===== config.mk =====
export PLATFORM = sky130hd
export DESIGN_NAME = rsalu_ctrl
export DESIGN_NICKNAME = d
export VERILOG_FILES = /design/src/design/rsalu_pkg.sv /design/src/design/rsalu_ctrl.sv
export SDC_FILE = /design/constraint.sdc
export NUM_CORES = 1
export LEC_CHECK = 0
export BUFFER_PORTS_ARGS = -buffer_cell sky130_fd_sc_hd__buf_2
export CAP_MARGIN = 20
export CORE_AREA = 2 2 39 41
export DETAILED_ROUTE_END_ITERATION = 10
export DIE_AREA = 0 0 41 43
export GPL_ROUTABILITY_DRIVEN = 1
export GPL_TIMING_DRIVEN = 0
export MAX_ROUTING_LAYER = met4
export PLACE_DENSITY_LB_ADDON = 0.25
export REMOVE_ABC_BUFFERS = 1
export SYNTH_ARGS = -nofsm -noshare
export SYNTH_HDL_FRONTEND = slang
export SYNTH_SLANG_ARGS = --single-unit

===== constraint.sdc =====
create_clock -name clk -period 1.6 [get_ports clk]
set_clock_uncertainty 0.1 [all_clocks]
set_input_delay 0.4 -clock clk [delete_from_list [all_inputs] [get_ports clk]]
set_output_delay 0.4 -clock clk [all_outputs]
set_load 0.02 [all_outputs]

===== src/design/rsalu_pkg.sv =====
// Package for the reservation station ALU unit: request/result structs,
// action and opcode codes, controller state encoding. No dependencies.
package rsalu_pkg;

  localparam int unsigned ENTRIES_DEF   = 16;
  localparam int unsigned TAG_COUNT_DEF = 32;
  localparam int unsigned DATA_W        = 32;
  localparam int unsigned TAG_W         = 5;
  localparam int unsigned SLOT_W        = 4;
  localparam int unsigned OP_W          = 4;
  localparam int unsigned ACT_W         = 3;

  typedef enum logic [ACT_W-1:0] {
    ACT_INSERT    = 3'd0,
    ACT_BROADCAST = 3'd1,
    ACT_TICK      = 3'd2,
    ACT_FIND      = 3'd3,
    ACT_RELEASE   = 3'd4,
    ACT_FLUSH     = 3'd5
  } action_t;

  typedef enum logic [OP_W-1:0] {
    OP_EQ  = 4'd0,  OP_NE  = 4'd1,  OP_LT  = 4'd2,  OP_GE  = 4'd3,
    OP_LTU = 4'd4,  OP_GEU = 4'd5,  OP_ADD = 4'd6,  OP_XOR = 4'd7,
    OP_OR  = 4'd8,  OP_AND = 4'd9,  OP_SLL = 4'd10, OP_SRL = 4'd11,
    OP_SRA = 4'd12, OP_SUB = 4'd13, OP_MUL = 4'd14, OP_DIV = 4'd15
  } opcode_t;

  typedef struct packed {
    logic [ACT_W-1:0]  action;
    logic              writes_reg;
    logic [DATA_W-1:0] operand_a;
    logic [DATA_W-1:0] operand_b;
    logic              a_pending;
    logic [TAG_W-1:0]  a_tag;
    logic              b_pending;
    logic [TAG_W-1:0]  b_tag;
    logic [OP_W-1:0]   opcode;
    logic [TAG_W-1:0]  entry_tag;
    logic [DATA_W-1:0] bus_value;
    logic [SLOT_W-1:0] slot;
  } req_t;

  typedef struct packed {
    logic              status;
    logic [SLOT_W-1:0] slot_index;
    logic [TAG_W-1:0]  result_tag;
    logic [DATA_W-1:0] result_value;
    logic              result_writes_reg;
    logic              issued;
  } rsp_t;

  // Controller states, one-hot
  typedef enum logic [4:0] {
    ST_IDLE = 5'b00001,
    ST_EXEC = 5'b00010,
    ST_DIV  = 5'b00100,
    ST_DONE = 5'b01000,
    ST_OUT  = 5'b10000
  } state_t;

  // Controller to datapath commands
  typedef struct packed {
    logic load_req;    // capture request
    logic exec;        // apply the captured action
    logic div_start;   // latch divider operands
    logic div_step;    // one quotient bit
    logic div_finish;  // commit divide result
    logic out_load;    // load output register
  } cmd_t;

  // Datapath to controller status
  typedef struct packed {
    logic is_div;      // captured tick selects a divide
    logic div_last;    // last divider step in progress
  } sts_t;

endpackage


===== src/design/rsalu_ctrl.sv =====
// Controller FSM for the reservation station ALU unit.
// Depends on rsalu_pkg. Sequences request capture, execute, divide, output.
module rsalu_ctrl (
  input  logic                clk,
  input  logic                rst_n,
  input  logic                in_valid,
  output logic                in_stall,
  output logic                out_valid,
  input  logic                out_stall,
  output rsalu_pkg::cmd_t     cmd,
  input  rsalu_pkg::sts_t     sts
);

  rsalu_pkg::state_t state_r, state_nxt;
  logic out_valid_r, out_valid_nxt;

  // Accept a request only when idle; output register parts the two sides
  assign in_stall  = (state_r != rsalu_pkg::ST_IDLE);
  assign out_valid = out_valid_r;

  always_comb begin
    state_nxt     = state_r;
    out_valid_nxt = out_valid_r;
    cmd           = '0;
    if (out_valid_r && !out_stall) out_valid_nxt = 1'b0;
    unique case (state_r)
      rsalu_pkg::ST_IDLE: begin
        if (in_valid) begin
          cmd.load_req = 1'b1;
          state_nxt    = rsalu_pkg::ST_EXEC;
        end
      end
      rsalu_pkg::ST_EXEC: begin
        if (sts.is_div) begin
          cmd.div_start = 1'b1;
          state_nxt     = rsalu_pkg::ST_DIV;
        end else begin
          cmd.exec  = 1'b1;
          state_nxt = rsalu_pkg::ST_OUT;
        end
      end
      rsalu_pkg::ST_DIV: begin
        cmd.div_step = 1'b1;
        if (sts.div_last) state_nxt = rsalu_pkg::ST_DONE;
      end
      rsalu_pkg::ST_DONE: begin
        cmd.div_finish = 1'b1;
        cmd.exec       = 1'b1;
        state_nxt      = rsalu_pkg::ST_OUT;
      end
      rsalu_pkg::ST_OUT: begin
        // wait until the output register is free
        if (!out_valid_r || !out_stall) begin
          cmd.out_load  = 1'b1;
          out_valid_nxt = 1'b1;
          state_nxt     = rsalu_pkg::ST_IDLE;
        end
      end
      default: state_nxt = rsalu_pkg::ST_IDLE;
    endcase
  end

  always_ff @(posedge clk) begin
    if (!rst_n) begin
      state_r     <= rsalu_pkg::ST_IDLE;
      out_valid_r <= 1'b0;
    end else begin
      state_r     <= state_nxt;
      out_valid_r <= out_valid_nxt;
    end
  end

  // A result is loaded only from the output state
  assert property (@(posedge clk) disable iff (!rst_n)
    cmd.out_load |-> state_r == rsalu_pkg::ST_OUT)
    else $error("out_load outside output state");
  // After loading a result, valid is raised
  assert property (@(posedge clk) disable iff (!rst_n)
    cmd.out_load |=> out_valid_r)
    else $error("result lost");
  // Divider steps run only in the divide state
  assert property (@(posedge clk) disable iff (!rst_n)
    cmd.div_step |-> state_r == rsalu_pkg::ST_DIV)
    else $error("stray divide step");

endmodule


==> Implementation_results.wiki <==
{| class="wikitable"
! Metric !! Value
|-
| Smallest setup slack after layout || -0.145 ns
|-
| Power density over the cells || 725 nW/um^2
|-
| Number of clock sinks || 6
|-
| Top-level port count || 14
|-
| Worst endpoint data arrival time || 1.25 ns
|-
| Gpl congestion || 0.748
|-
| Total via count after detailed routing || 417
|-
| Avg Synthesized Cell Area || 7.87 sq um
|-
| Count of pins over their slew limit || 0
|-
| Leakage component of the power || 0.298 nW
|-
| Violated checks || negative setup slack
|-
| Chip height || 43 microns
|-
| Peak VDD IR || 422 uV
|-
| Violation count after the first detailed-routing iteration || 8
|-
| Post-route minimum period || 1.75 ns
|-
| Final WL || 1030 microns
|-
| Initial Util || 27.3%
|-
| Maximum operating frequency || 573 MHz
|-
| Standard cell with the maximum stage delay on the critical path || sky130_fd_sc_hd__dfxtp_4
|-
| Final setup violation count || 7
|-
| Min-delay worst type || input port to flip-flop
|-
| CTS root buf || sky130_fd_sc_hd__clkbuf_4
|-
| Critical path peak fanout || 5
|-
| Startpoint types || flip-flop
|-
| Standard-cell rows || 14
|-
| Global-route usage over all layers || 13.3%
|-
| Number of fill cells in the layout || 142
|-
| Wire length of the first global-routing pass || 1480 microns
|-
| Slew of the pin with the lowest slew margin || 0.246 ns
|-
| Final Hold Fails || 0
|-
| Ant diodes || 0
|-
| Via count of the first global-routing pass || 351
|-
| Final critical-path share of the clock period || 109%
|-
| Maximum number of pins on one net before global-route repair || 12
|-
| Net count of the finished layout || 73
|-
| Type of destination of the critical path || output pin
|-
| Max-slew headroom || 83.4%
|-
| Reg clk slew, reported paths || 0.04 ns
|-
| Share of cells above drive strength 1 || 53.8%
|-
| Outcome || complete, but fails checks
|-
| Syn Std Cell Area || 378 sq um
|-
| Number of storage elements in the synthesis netlist || 6
|-
| TritonCTS clock tree || done
|-
| Post-Place Cells || 74
|-
| Peak per-stage delay on the critical path || 0.39 ns
|-
| Critical path required time || 1.10 ns
|-
| Distinct cell type count after synthesis || 27
|-
| Routed wire length per instance || 12.8 microns
|-
| Post-DR vias/cell || 5.15
|-
| Startpoint-to-endpoint class of the critical path || flip-flop to output pin
|-
| Critical-path cell list || nor2b_4 > and3b_2 > and2_4 > buf_6
|-
| Depth of the CTS H-tree || 1
|-
| Chip width || 41 microns
|-
| Port Buffers || 13
|-
| Warnings from Yosys || 0
|-
| Routed Antenna Nets || 0
|-
| Total die area || 1760 sq um
|-
| Post-Syn Instances || 48
|-
| Number of buffers between clock root and the deepest sink || 2
|-
| Fraction of the yosys area taken by sequential cells || 31.8%
|-
| Clock latency on the worst-skew pair || 0.25 ns
|-
| # DRC || 0
|-
| Post-Layout Cell Count || 81
|-
| Number of buffers added by the clock tree synthesis step || 3
|-
| Max cap viols || 0
|-
| Area Growth Syn to Fin || 54.3%
|-
| Initial antenna violation count || 0
|-
| DP HPWL || 638 microns
|-
| First-pass iteration count of the detailed router || 4
|-
| GR Overflow Total || 0
|-
| Setup repair after global routing missed its margin || yes
|-
| Core outline area || 1380 sq um
|-
| Final TNS setup || -0.540 ns
|}
[layer usage]
metal | GRT usage [%] | share of wire, % | up-vias
met5 | - | 0 | -
met4 | 12.0 | 1.8 | 0
met3 | 1.57 | 3.8 | 3
met2 | 17.5 | 49 | 13
met1 | 16.9 | 46 | 191
li1 | - | - | 210
[final timing paths]
kind	start	slack, ns	to	depth (start not counted)
hold / removal	rst_n	0.30	state_r[2]	2
hold reg to reg	out_valid	0.38	out_valid	2
setup reg to reg	state_r[0]	0.34	state_r[0]	4
setup / recovery	state_r[0]	-0.15	cmd[5]	4
[layout by cell type, fill, tap and decap left out, types with 2 or more instances in the layout]
master	count
sky130_fd_sc_hd__buf_2	7
sky130_fd_sc_hd__buf_4	7
sky130_fd_sc_hd__inv_1	4
sky130_fd_sc_hd__dfxtp_4	4
sky130_fd_sc_hd__nor2_1	3
sky130_fd_sc_hd__and3_1	3
sky130_fd_sc_hd__a21oi_1	3
sky130_fd_sc_hd__clkbuf_4	3
sky130_fd_sc_hd__buf_6	3
sky130_fd_sc_hd__nor2_4	2
[registers in the layout (all words and copies together), names as in the netlist]
register   cells
out_valid      1
state_r        5
[power by group]
group	total (mW)	switching, mW	internal [mW]
sequential	0.169	0.0150	0.154
combinational	0.112	0.0498	0.0618
clock	0.142	0.0573	0.0850
total	0.423	0.122	0.300
[repair_timing]
item,CTS,global route
hold endpoints to repair,0,0
setup buffers,4,0
setup endpoints to repair,7,7
pin swaps,2,4
hold buffers,0,0
gates resized for setup,20,11
[stage by stage]
stage | area [sq um] | worst slack [ns] | utilization (%) | power (mW) | hold slack [ns]
after global placement | 445 | -0.00981 | 32.2 | 0.240 | 0.378
after detailed placement | 445 | -0.0428 | 32.2 | 0.241 | 0.378
after CTS | 549 | -0.121 | 39.7 | 0.412 | 0.305
final | 583 | -0.145 | 42.1 | 0.423 | 0.301
after global routing | 583 | -0.188 | 42.1 | 0.442 | 0.316
after floorplan | 360 | 0.115 | - | 0.215 | 0.417
[cell type report]
class                      count  area (sq um)  area share (%)
timing repair buffer          17           121            20.8
sequential                     6           136            23.4
inverter                       4          15.0            2.58
clock buffer                   3          22.5            3.86
multi-input combinational     35           268            45.9
tap                           16          20.0            3.43
[worst max-delay path: cells and delay by family (launching register included)]
kind	cells	cell delay (ns)
buffers and inverters	1	0.10
AND/OR/NAND/NOR	3	0.51
flip-flops	1	0.39
[kinds of logic after synthesis]
kind of cell              count (synthesis)  synth area share, %
and+or+nand+nor                          26                 42.4
AOI/OAI and AO/OA                         8                 14.9
buffers and inverters                     7                 8.61
DFF                                       6                 31.8
xor gates and xnor gates                  1                 2.32
[cell usage after synthesis (all sizes together)]
| cell | n | share of area, % |
|---|---|---|
| o21ai | 1 | 1.3 |
| nor3b | 2 | 5.3 |
| nand2 | 2 | 2.0 |
| and2 | 2 | 3.3 |
| xor2 | 1 | 2.3 |
| nand3 | 1 | 1.3 |
| inv | 4 | 4.0 |
| a221o | 1 | 2.6 |
| nor3 | 2 | 2.6 |
| and4b | 1 | 2.6 |
| nand4 | 1 | 1.7 |
| and3b | 1 | 2.3 |
| dfxtp | 6 | 32 |
| buf | 3 | 4.6 |
| nor2b | 2 | 3.3 |
| nor4 | 1 | 1.7 |
| and3 | 3 | 5.0 |
| a21oi | 3 | 4.0 |
| nor4b | 1 | 2.3 |
| o211a | 1 | 2.6 |
| nor2 | 6 | 6.6 |
| a311oi | 1 | 2.3 |
| and4 | 1 | 2.3 |
| o21a | 1 | 2.0 |
Power figures use the tool's default switching activity.
